===== src/design/cps_pkg.sv =====
// ----------------------------------------------------------------------------
// cps_pkg
// Shared constants and types for the closest-point-on-segment core.
// ----------------------------------------------------------------------------
package cps_pkg;

    // fraction bits of the projection ratio b
    localparam int B_FRAC = 24;

    localparam int DEF_COORD_WIDTH = 24;

    typedef enum logic [1:0] {
        CASE_INTERIOR = 2'd0,
        CASE_FIRST    = 2'd1,
        CASE_SECOND   = 2'd2
    } clamp_case_t;

endpackage


===== src/design/cps_back.sv =====
// ----------------------------------------------------------------------------
// cps_back
// Two back stages: scale vector and root by b, then round, add and select
// the clamped result.
// ----------------------------------------------------------------------------
module cps_back import cps_pkg::*; #(
    parameter int CW = DEF_COORD_WIDTH
) (
    input  logic                 aclk,
    input  logic [1:0]           en,
    input  logic signed [CW-1:0] p1x,
    input  logic signed [CW-1:0] p1y,
    input  logic signed [CW:0]   vx,
    input  logic signed [CW:0]   vy,
    input  clamp_case_t          case_in,
    input  logic [B_FRAC-1:0]    b,
    input  logic [CW:0]          root,
    output logic [CW-1:0]        nx_reg,
    output logic [CW-1:0]        ny_reg,
    output logic [CW:0]          off_reg,
    output clamp_case_t          case_reg
);
    localparam int PW = B_FRAC + CW;
    localparam int OW = B_FRAC + CW + 1;

    logic [CW:0]          avx, avy;
    logic [PW-1:0]        mx_reg, my_reg, rx, ry;
    logic [OW-1:0]        mo_reg;
    logic                 negx_reg, negy_reg;
    logic [CW-1:0]        ap1x_reg, ap1y_reg, avx_reg, avy_reg;
    logic [CW:0]          aroot_reg;
    clamp_case_t          acase_reg;
    logic [CW-1:0]        dx, dy;

    always_comb begin
        avx = vx[CW] ? -vx : vx;
        avy = vy[CW] ? -vy : vy;
        // negative scale rounds toward minus infinity
        rx = mx_reg + PW'({B_FRAC{1'b1}});
        ry = my_reg + PW'({B_FRAC{1'b1}});
        dx = negx_reg ? -rx[PW-1:B_FRAC] : mx_reg[PW-1:B_FRAC];
        dy = negy_reg ? -ry[PW-1:B_FRAC] : my_reg[PW-1:B_FRAC];
    end

    always_ff @(posedge aclk) begin
        if (en[0]) begin
            mx_reg    <= PW'(b) * PW'(avx[CW-1:0]);
            my_reg    <= PW'(b) * PW'(avy[CW-1:0]);
            mo_reg    <= OW'(b) * OW'(root);
            negx_reg  <= vx[CW];
            negy_reg  <= vy[CW];
            ap1x_reg  <= p1x;
            ap1y_reg  <= p1y;
            avx_reg   <= vx[CW-1:0];
            avy_reg   <= vy[CW-1:0];
            aroot_reg <= root;
            acase_reg <= case_in;
        end
        if (en[1]) begin
            case_reg <= acase_reg;
            case (acase_reg)
                CASE_FIRST: begin
                    nx_reg  <= ap1x_reg;
                    ny_reg  <= ap1y_reg;
                    off_reg <= '0;
                end
                CASE_SECOND: begin
                    nx_reg  <= ap1x_reg + avx_reg;
                    ny_reg  <= ap1y_reg + avy_reg;
                    off_reg <= aroot_reg;
                end
                default: begin
                    nx_reg  <= ap1x_reg + dx;
                    ny_reg  <= ap1y_reg + dy;
                    off_reg <= mo_reg[OW-1:B_FRAC];
                end
            endcase
        end
    end

endmodule


===== config.mk =====
export PLATFORM = sky130hd
export DESIGN_NAME = cps_back
export DESIGN_NICKNAME = d
export VERILOG_FILES = /design/src/design/cps_pkg.sv /design/src/design/cps_back.sv
export SDC_FILE = /design/constraint.sdc
export NUM_CORES = 2
export LEC_CHECK = 0
export BUFFER_PORTS_ARGS = -buffer_cell sky130_fd_sc_hd__buf_4
export CAP_MARGIN = 20
export CORE_MARGIN = 4
export CORE_UTILIZATION = 61
export DETAILED_ROUTE_END_ITERATION = 10
export GPL_TIMING_DRIVEN = 0
export PLACE_DENSITY = 0.83
export RECOVER_POWER = 100
export SLEW_MARGIN = 20
export SYNTH_ARGS = -nofsm -noshare
export SYNTH_HDL_FRONTEND = slang
export SYNTH_SLANG_ARGS = --single-unit

===== constraint.sdc =====
create_clock -name aclk -period 19.7 [get_ports aclk]
set_input_delay 2.955 -clock aclk [delete_from_list [all_inputs] [get_ports aclk]]
set_output_delay 2.955 -clock aclk [all_outputs]
set_load 0.02 [all_outputs]

==> impl_metrics.toml <==
[clocking]
cts_setup_buffers = 0
cts-root-buf = "clkbuf_16"
htree_levels = 2
cts_made_buffers = 39
cts_resized = 0
clockBufferDepth = 3
cts.reportedPaths.clkPinSlew_ns = 0.06
cts_sinks = 321
cts_tree = "built"
hold_buffers = 0
clock_latency_ns = 0.63

[cells_and_area]
final_nets = 9932
synthToLayoutAreaGrowth_pct = 6.825
multi_input_area_sq_um = 53820
final_cell_mix = "inv_1, fa_1, nand2_1, ha_1, and2_1"
final_common_cell = "inv_1"
nFillCells = 9435
drive_above_1_share_pct = 3.488
regArea_sq_um = 9639
fin_cells = 9339

[timing]
maxSlewViolCount = 344
relSlewSlack_pct = -264.3
setup-tns-final_ns = 0
worst_pin_slew_ns = 5.464
worst_hold_slack_ns = 0.5322
finalClockSkew_ns = 0.03377
setup_viol = 0
min_period_ns = 14.86
fin_crit_sh_pct = 75.41
rsz0062_at_grt = "false"
timing.fmax_mhz = 67.31
hold_violations = 0

[yosys]
synth_area_leaders = "fa_1, edfxtp_1, ha_1"
synth.top_cell.area_share_pct = 41.58
yosys_most_used_dff = "edfxtp_1"
ys_warn_count = 0
yosysTopAreaCell = "fa_1"
async_flop_share_pct = 0
synth_nets = 9670
synth_cell_types = 94
mappedNetlistArea_sq_um = 70730
yosysSeqAreaShare_pct = 13.63
synth_edf_count = 321
syn_area_per_cell_sq_um = 9.458
synth_cells = 7478
synth_seq_cells = 321

[die]
die_h_microns = 348.5
start_util_pct = 61.69
die_x_microns = 348.5
io_pins = 227
placement_rows = 124
core_sq_um = 114700
die_area_sq_um = 121500

[global_routing]
grt_max_degree = 105
gr-total-overflow = 0
gr-usage-all-layers_pct = 44.16
grt_pass1_vias = 58990
grt_pass1_wl_microns = 385600
grt_antenna_before_repair = 38

[placed_design]
place_inst = 9210
gp_congestion = 1.048
dpl.hpwl_microns = 212400
port_buffers = 202

[setup_path]
required_ns = 19.95
crit_type = "input pin to flop"
worst_path_most_repeated_cell = "fa_1"
arrival_ns = 15.11
path_max_fanout = 10
end_kind = "flop"
cp_slowest_cell = "xnor2_1"
cp_slowest_stage_delay_ns = 1.28
cp_num_buf_inv = 9
crit_path_start_kind = "input pin"
path_delay_family = "adder cells"

[job]
maxCapViolCount = 7

[run_status]
violations = "max-capacitance violations, max-slew violations"
status = "complete, but fails checks"

[detailed_routing]
routed_via_density = 6.073
finalWirelength_microns = 262000
drc = 0
drt-pass1-iter-count = 6
vias = 56720
ant_nets = 0
drt_iter0_markers = 6113
wire_per_inst_microns = 28.05

[min_path]
hold_path.class = "flop to flop"
## layer usage
layer	part of all wire (%)	up-vias	global-route usage, %	wire [microns]
met5	0.060	-	0	156
met4	7.2	22	26.52	18770
met3	14	864	15.12	36860
met2	42	4075	63.55	109200
met1	37	28570	58.21	96970
li1	-	23180	-	-
## layout make-up
class	instances	share of cell area, %
inverters	1583	7.864
flip-flops and latches	321	12.76
well taps	1512	2.504
diodes	57	0.1888
clock inverters	28	0.4951
multi-input cells	5186	71.23
plain buffers	388	2.022
clock buffers	43	1.312
repair buffers	221	1.626
## Yosys cell counts, drive strengths merged, types with 7 or more instances
cell type and n:
a211o 8, a211oi 16, a21o 63, a21oi 125, a22o 24, a31oi 22, and2 512, and3 12
buf 8, clkbuf 380, edfxtp 321, fa 1469, ha 571, inv 1583, mux2 24, mux2i 9
nand2 1352, nand2b 34, nand3 52, nand3b 7, nand4 24, nor2 90, nor2b 107, nor3 37
nor4 20, o2111ai 8, o211ai 19, o21a 22, o21ai 155, o21bai 23, o31ai 23, o41ai 9
or2 10, or3 22, or4 12, xnor2 148, xor2 97
## path summary, 6_finish.rpt
check / start / end / slack [ns] / cells after the start
hold / removal: acase_reg[1]$_DFFE_PP_ / case_reg[1]$_DFFE_PP_ / 0.53 / 0
setup reg to reg: acase_reg[0]$_DFFE_PP_ / nx_reg[22]$_DFFE_PP_ / 13.03 / 19
setup / recovery: vx[0] / mx_reg[35]$_DFFE_PP_ / 4.84 / 31
hold reg to reg: acase_reg[1]$_DFFE_PP_ / case_reg[1]$_DFFE_PP_ / 0.53 / 0
## logic make-up (layout without fill, tap and decap cells)
| kind of cell | count (synthesis) | count (layout) | share of synthesized area [%] |
|---|---|---|---|
| fa+ha+maj | 2040 | 2040 | 51.68 |
| buf+inv | 1971 | 2263 | 10.47 |
| simple gates | 2302 | 2302 | 15.28 |
| compound gates | 566 | 566 | 5.387 |
| flops | 321 | 321 | 13.63 |
| xor+xnor | 245 | 245 | 3.034 |
| mux | 33 | 33 | 0.5148 |
| other cells | 0 | 57 | 0 |
## metrics by stage
| stage | area, sq um | utilization (%) | setup WS, ns |
|---|---|---|---|
| after global placement | 74140 | 64.66 | 5.751 |
| after floorplan | 70730 | - | 8.573 |
| final | 75560 | 65.90 | 4.844 |
| after detailed placement | 74730 | 65.18 | 5.582 |
| after global routing | 75430 | 65.79 | 4.740 |
| after CTS | 76090 | 66.37 | 6.167 |
Power is not shown: default switching activity piles up to over one toggle a cycle in this logic, so the estimate is an artifact.
