--- config.mk ---
export PLATFORM = sky130hd
export DESIGN_NAME = cps_cell
export DESIGN_NICKNAME = d
export VERILOG_FILES = /design/src/design/cps_pkg.sv /design/src/design/cps_cell.sv
export SDC_FILE = /design/constraint.sdc
export NUM_CORES = 1
export LEC_CHECK = 0
export BUFFER_PORTS_ARGS = -buffer_cell sky130_fd_sc_hd__buf_2
export CAP_MARGIN = 20
export CORE_AREA = 2 2 253 255
export CTS_CLUSTER_DIAMETER = 40
export DETAILED_ROUTE_END_ITERATION = 7
export DIE_AREA = 0 0 255 257
export HOLD_SLACK_MARGIN = 0.12
export PLACE_DENSITY_LB_ADDON = 0.12
export SETUP_SLACK_MARGIN = 0.1
export SYNTH_ARGS = -nofsm -noshare
export SYNTH_HDL_FRONTEND = slang
export SYNTH_SLANG_ARGS = --single-unit
--- constraint.sdc ---
create_clock -name aclk -period 7.6 [get_ports aclk]
set_clock_uncertainty 0.15 [all_clocks]
set_input_delay 1.14 -clock aclk [delete_from_list [all_inputs] [get_ports aclk]]
set_output_delay 1.14 -clock aclk [all_outputs]
set_load 0.01 [all_outputs]
--- src/design/cps_pkg.sv ---
// ----------------------------------------------------------------------------
// cps_pkg
// Shared constants and types for the closest-point-on-segment core.
// ----------------------------------------------------------------------------
package cps_pkg;

    // fraction bits of the projection ratio b
    localparam int B_FRAC = 24;

    localparam int DEF_COORD_WIDTH = 24;

    typedef enum logic [1:0] {
        CASE_INTERIOR = 2'd0,
        CASE_FIRST    = 2'd1,
        CASE_SECOND   = 2'd2
    } clamp_case_t;

endpackage

--- src/design/cps_cell.sv ---
// ----------------------------------------------------------------------------
// cps_cell
// One chain cell: one restoring division bit of c1/c2 (when DO_DIV) and one
// bit of the integer square root of c2 (when DO_SQRT), with the item's payload handed on.
// ----------------------------------------------------------------------------
module cps_cell import cps_pkg::*; #(
    parameter int CW      = DEF_COORD_WIDTH,
    parameter bit DO_DIV  = 1'b1,
    parameter bit DO_SQRT = 1'b1
) (
    input  logic                 aclk,
    input  logic                 en,
    input  logic signed [CW-1:0] p1x_in,
    input  logic signed [CW-1:0] p1y_in,
    input  logic signed [CW:0]   vx_in,
    input  logic signed [CW:0]   vy_in,
    input  clamp_case_t          case_in,
    input  logic [2*CW+1:0]      rem_in,
    input  logic [2*CW+1:0]      c2_in,
    input  logic [B_FRAC-1:0]    b_in,
    input  logic [CW+3:0]        srem_in,
    input  logic [CW:0]          root_in,
    input  logic [2*CW+1:0]      sval_in,
    output logic signed [CW-1:0] p1x_reg,
    output logic signed [CW-1:0] p1y_reg,
    output logic signed [CW:0]   vx_reg,
    output logic signed [CW:0]   vy_reg,
    output clamp_case_t          case_reg,
    output logic [2*CW+1:0]      rem_reg,
    output logic [2*CW+1:0]      c2_reg,
    output logic [B_FRAC-1:0]    b_reg,
    output logic [CW+3:0]        srem_reg,
    output logic [CW:0]          root_reg,
    output logic [2*CW+1:0]      sval_reg
);
    localparam int DW  = 2*CW + 2;
    localparam int R   = CW + 1;
    localparam int SRW = R + 3;

    logic [DW-1:0]     sh, rem_next, sval_next;
    logic              dge, sge;
    logic [B_FRAC-1:0] b_next;
    logic [SRW-1:0]    shs, trial, srem_next;
    logic [R-1:0]      root_next;

    always_comb begin
        sh    = {rem_in[DW-2:0], 1'b0};
        dge   = (sh >= c2_in);
        shs   = {srem_in[SRW-3:0], sval_in[DW-1 -: 2]};
        trial = {1'b0, root_in, 2'b01};
        sge   = (shs >= trial);
        if (DO_DIV) begin
            rem_next = dge ? sh - c2_in : sh;
            b_next   = {b_in[B_FRAC-2:0], dge};
        end else begin
            rem_next = rem_in;
            b_next   = b_in;
        end
        if (DO_SQRT) begin
            srem_next = sge ? shs - trial : shs;
            root_next = {root_in[R-2:0], sge};
            sval_next = {sval_in[DW-3:0], 2'b00};
        end else begin
            srem_next = srem_in;
            root_next = root_in;
            sval_next = sval_in;
        end
    end

    always_ff @(posedge aclk) begin
        if (en) begin
            p1x_reg  <= p1x_in;
            p1y_reg  <= p1y_in;
            vx_reg   <= vx_in;
            vy_reg   <= vy_in;
            case_reg <= case_in;
            rem_reg  <= rem_next;
            c2_reg   <= c2_in;
            b_reg    <= b_next;
            srem_reg <= srem_next;
            root_reg <= root_next;
            sval_reg <= sval_next;
        end
    end

endmodule

==> impl_results.md, run 1 <==
- Crit start category: input pin
- Final Setup Violations: 0
- Clock Tree Buf Depth: 3
- First-pass GRT wire length: between 80,000 and 90,000 um
- Chip Width: 255 um
- DR WL/cell: 20.3 um
- Unique masters post-synth: just under 80
- Complex-gate fraction of the synthesized area: 13.6%
- Core area: 0.0627 mm^2
- Number of buffers created by CTS: 70
- Critical path depth: 12
- Leak: a little under 10 nW
- Slowest cell delay on critical path: between 0.6 and 0.7 ns
- Max-slew headroom: 27.5%
- Mux cell area share after synthesis: 0.433%
- WS Path Type: in -> reg
- Largest area contributor in the netlist: edfxtp_1
- Least-Margin Pin Slew: 1.09 ns
- Slew Limit Fails: 0
- Vias/cell: about 4.3
- PostCTS Resize Cnt: 0
- Outcome: finished, final reports clean
- Clock transition at the registers of the reported paths: 0.05 ns
- PwrDens: 289 mW/mm^2
- Worst path top cell family by delay: compound AO/OA/AOI/OAI gates
- Unrepaired setup endpoints after global routing: false
- Tightest Hold Check Type: in -> reg
- Port Buf Inserts: 649
- Post-synthesis sequential area ratio: a little under two thirds
- Min Tclk post-route: around 4.4 ns
- Synth top cells by count: 325 x edfxtp_1, 117 x nand2_1, 100 x a21oi_1
- Routed wire length: 57,000 um
- Initial DRT Pass Iterations: 5
- Via Count: between 10k and 15k
- CTS sink count: 325
- CTS tree: yes
- Synth top area share: 63.7%
- Post-route ant nets: 0
- Vias in the first global route: between 10k and 15k
- Crit path cell chain: buf_2 > inv_1 > ha_1 > a21oi_2 > inv_2 > o21ai_1 > a21oi_1 > a221oi_2 > a211o_1 > and2_1 > inv_2 > mux2_1
- Overflow left after global routing: 0
- CP Max Fanout: 38
- DR iter-0 viols: 581
- Fillers: 6,387
- PnR worst setup slack: 3.20 ns
- MaxCap Viol Count: 0
- H-tree level count: 3
- Yosys reg bits: 325
- Ys async rst share: 0%
- Final instance area: between 0.02 and 0.025 mm^2
- Power Total: 6.33 mW
- Worst path arrival time: 4.59 ns
- Root buffer cell: clkbuf_16
- Post-synthesis cell area: 0.0153 mm^2
- GRT Total Usage: 16.8%
- # hold bufs at CTS: 0
- Most numerous cell in the Yosys netlist: edfxtp_1
- CP endpoint: srem_reg[15]
- Worst vdd ir: 0.177 mV
- Routability cong.: 0.790
- Area of the die: 0.0655 mm^2
- Post-layout net count: 2,295
- Buf/Inv on CP: 4
- Hold Vio Cnt, Final: 0
- Post-CTS setup buffer count: 0
- Simple-Gate Fraction of Synth Area: approximately 8.0%
- Gate Count Post-Synth: around 1.2k
- CP Capture Type: flip-flop
- Crit path launch: root_in[2]
- CP dominant cell by count: inv_2
- Setup TNS: 0 ns
- Max Freq: 0.227 GHz
- Antenna violations before repair: 26
- Dpl ws: ~2.5 ns
- Post-placement cell area: between 0.015 and 0.02 mm^2
- Layout cells sized above 1: 41.4%
- Pin count of the biggest net entering global routing: 84
- Post-synthesis adder-cell area fraction: 6.42%
- Syn Area/Cell: approximately 13 um^2
- Synth Warn #: 0
- Std-Cell Rows: 92
- Area contributors post-synth: edfxtp_1 64%, ha_1 6.3%, a21oi_1 3.3%, nand2_1 2.9%, inv_1 2.2%
- Ports: 656
- Worst endpoint required time: slightly below 8 ns
- Largest family of logic cells by synthesized area: compound AO/OA/AOI/OAI gates
- Starting Density: 24.4%
- Die Height: 257 um
- Xor/xnor share of the synthesized area: 3.89%
- Area growth syn-to-layout: 43.1%
- EDFF count, synth: 325
- DR DRC count: 0
- Slowest CP cell: and2_1
- Most common flop cell mapped by yosys: edfxtp_1
- Final period utilization: between 50 and 60%
- Hpwl dp: about 46,000 um
-- stage by stage --
| stage | cells | hold slack [ns] | utilization [%] |
|---|---|---|---|
| after floorplan | 1200 | 1.09 | - |
| after global placement | 2662 | 1.17 | 31.0 |
| after detailed placement | 2662 | 1.17 | 31.0 |
| after CTS | 2792 | 0.525 | 34.9 |
| after global routing | 2801 | 0.535 | 34.9 |
| final | 2804 | 0.568 | 34.9 |
-- final cells by class --
| type | instances | area [um^2] | share of cell area, % |
|---|---|---|---|
| Antenna cell | 12 | 30.0 | 0.137 |
| Clock buffer | 77 | 1800 | 8.21 |
| Clock inverter | 53 | 662 | 3.02 |
| Inverter | 94 | 355 | 1.62 |
| Multi-Input combinational cell | 742 | 4950 | 22.6 |
| Sequential cell | 325 | 9760 | 44.5 |
| Tap cell | 846 | 1060 | 4.83 |
| Timing Repair Buffer | 655 | 3300 | 15.1 |
-- cells in the final DEF, fill, tap and decap left out, drive strengths merged, types with 8 or more instances in the layout --
master  netlist  routed
nor2b         8       8
nor2         61      61
clkbuf       12      77
xnor2        38      38
inv          94     104
diode         0      12
o21bai       11      11
o21ai        96      96
nand3        18      18
nand4        11      11
clkinv        0      26
o21a         14      14
a21oi       103     103
nor3         21      21
ha           77      77
buf          27     655
edfxtp      325     325
nand2       117     117
xor2         30      30
bufinv        0      11
a21o         36      36
-- where the power goes --
group / total, mW / leakage, nW / internal [mW] / switching, mW
Sequential: 2.22 / 3.18 / 2.18 / 0.0379
Combinational: 0.940 / 5.24 / 0.367 / 0.573
Clock: 3.17 / 1.19 / 2.11 / 1.06
Total: 6.33 / 9.61 / 4.66 / 1.67
-- layer usage --
metal	wire length, um	global-route usage, %
met5	78	0
met4	1760	6.64
met3	4570	5.41
met2	29500	30.5
met1	21000	17.7
-- how the worst min path moves through the flow --
stage           startpoint  cells after the start      endpoint
2_1_floorplan      b_in[9]                      0     b_reg[10]
3_3_place_gp    sval_in[1]                      1   sval_reg[3]
3_5_place_dp   sval_in[11]                      1  sval_reg[13]
4_1_cts           vx_in[3]                      1     vx_reg[3]
5_1_grt          vx_in[18]                      1    vx_reg[18]
6_report         vx_in[18]                      1    vx_reg[18]
-- cells by family (layout without fill, tap and decap cells) --
kind of cell	count (synthesis)	count (layout)
muxes	5	5
and+or+nand+nor	266	266
adders and majority gates	78	78
xor gates and xnor gates	68	68
other	1	14
AOI/OAI and AO/OA	323	323
buffers and inverters	133	879
DFF	325	325
Power figures use the tool's default switching activity.
==> run 2: changes to the inputs <==
==> constraint.sdc (replaced) <==
create_clock -name aclk -period 4.3 [get_ports aclk]
set_clock_uncertainty 0.15 [all_clocks]
set_input_delay 0.645 -clock aclk [delete_from_list [all_inputs] [get_ports aclk]]
set_output_delay 0.645 -clock aclk [all_outputs]
set_load 0.01 [all_outputs]
==> impl_results.md, run 2 (synthesized netlist as in run 1, its figures left out) <==
- Outcome: finished, final reports clean
- Power Total: between 10 and 15 mW
- Buf/Inv on CP: 4
- Starting Density: around a quarter
- Unrepaired setup endpoints after global routing: false
- Net Sw Power: 2.98 mW
- Min-Delay Endpoint: c2_reg[0]
- Hold Path Cell Cnt: 1
- Via Count: 13.1k
- DR iter-0 viols: between 500 and 600
- Clock power frac: roughly half
- Min Tclk post-route: 3.79 ns
- Post-layout net count: ~2.6k
- Layout cells sized above 1: a little under two fifths
- CTS sink count: between 300 and 400
- Std-Cell Rows: 92
- Sw Share: 26.5%
- Tightest Hold Check Type: in -> reg
- CTS tree: yes
- WS Path Type: in -> reg
- Core area: 0.0627 mm^2
- Hpwl dp: 45,800 um
- Int Power: 8.28 mW
- Leak: roughly 11 nW
- Least-Margin Pin Slew: 0.905 ns
- Max-slew headroom: approximately two fifths
- Final period utilization: 88.1%
- Post-route ant nets: 0
- H-tree level count: 3
- PostCTS Resize Cnt: 0
- Port Buf Inserts: 649
- Max Freq: 0.264 GHz
- Routed wire length: a little under 60,000 um
- Root buffer cell: clkbuf_16
- MaxCap Viol Count: 0
- Hold path start: c2_in[0]
- Most common cell after layout, fill and taps aside: buf_2
- Clock Tree Buf Depth: 3
- Number of buffers created by CTS: 68
- Worst path top cell family by delay: compound AO/OA/AOI/OAI gates
- Chip Width: 255 um
- Hold Vio Cnt, Final: 0
- Antenna violations before repair: 14
- CP Max Fanout: 30
- Worst path arrival time: 4.02 ns
- Post-CTS setup buffer count: 0
- Vias/cell: approximately 4.3
- Area growth syn-to-layout: 59.3%
- Clock transition at the registers of the reported paths: 0.04 ns
- Worst vdd ir: 0.298 mV
- Crit start category: input pin
- Crit path cell chain: dlygate4sd3_1 > buf_2 > inv_1 > ha_1 > nand4_2 > nor3_2 > nand4_1 > o41ai_1 > a221o_1 > a21o_2 > a31oi_4 > buf_4 > o31ai_1
- Area of the die: 0.0655 mm^2
- PwrDens: 462 mW/mm^2
- DR DRC count: 0
- Combinational group share of total power: between 15 and 20%
- Final Setup Violations: 0
- CP Capture Type: flip-flop
- DR WL/cell: 19.1 um
- Setup TNS: 0 ns
- Slowest CP cell: dlygate4sd3_1
- Slew Limit Fails: 0
- Die Height: 257 um
- Worst endpoint required time: 4.53 ns
- Sequential Power Share: about a third
- Pin count of the biggest net entering global routing: 100
- Vias in the first global route: 13.6k
- Initial DRT Pass Iterations: 5
- Most frequent cells in the layout: 648 x buf_2, 325 x edfxtp_1, 242 x dlygate4sd3_1
- Slowest cell delay on critical path: 0.52 ns
- First-pass GRT wire length: ~84,000 um
- Routability cong.: 0.804
- GRT Total Usage: 17.2%
- Overflow left after global routing: 0
- Ports: ~660
==> run 2: cell count changes in the layout (fill, tap and decap cells not counted), sizes merged <==
cell	change
buf	+16
clkinvlp	+1
diode	-7
clkinv	-5
clkbuf	-2
dlygate4sd3	+242
inv	+1
==> run 2: worst max path at each step <==
stage	to	from	cells past startpoint	slack (ns)
global route	rem_reg[36]	c2_in[32]	13	0.25
floorplan	rem_reg[26]	c2_in[36]	13	1.10
detailed placement	rem_reg[36]	c2_in[35]	12	0.38
CTS	rem_reg[36]	c2_in[20]	13	0.38
finish	rem_reg[36]	c2_in[35]	13	0.51
global placement	rem_reg[36]	c2_in[35]	12	0.44
==> run 2: what timing repair did <==
action	4_1_cts	5_1_grt
hold buffers	242	0
endpoints found under the hold margin	242	0
setup endpoints to repair	0	0
==> run 2: power groups by stage <==
stage          clock network [mW]  logic, mW  registers (mW)
2_1_floorplan                   0      0.721            4.16
3_3_place_gp                    0       1.71            3.98
3_5_place_dp                    0       1.71            3.99
4_1_cts                      5.61       1.90            3.93
5_1_grt                      5.74       2.05            3.96
6_report                     5.46       1.87            3.93
==> run 2: routing by layer <==
| layer | global-route usage, % | wire (um) | vias to the layer above |
|---|---|---|---|
| met5 | 0 | 54 | - |
| met4 | 5.56 | 1680 | 8 |
| met3 | 5.56 | 4290 | 114 |
| met2 | 31.5 | 30300 | 449 |
| met1 | 18.4 | 22000 | 6162 |
| li1 | - | - | 6358 |
==> run 2: cell type report <==
class                           instances  area, um^2
Clock inverter                         50         653
Fill cell                            6175       38300
Tap cell                              846        1060
Antenna cell                            5        12.5
Multi-Input combinational cell        742        4950
Inverter                               94         355
Clock buffer                           75        1730
Sequential cell                       325        9760
Timing Repair Buffer                  913        5880
==> run 2: per-stage QoR <==
stage / hold slack (ns) / cell area, um^2 / setup WS (ns) / util [%] / std cells
3_3_place_gp: 0.673 / 19600 / 0.442 / 31.2 / 2678
2_1_floorplan: 0.594 / 15300 / 1.10 / - / 1200
5_1_grt: 0.143 / 24400 / 0.250 / 38.9 / 3047
6_report: 0.177 / 24400 / 0.512 / 38.9 / 3050
3_5_place_dp: 0.673 / 19600 / 0.377 / 31.2 / 2678
4_1_cts: 0.132 / 24400 / 0.381 / 38.9 / 3045
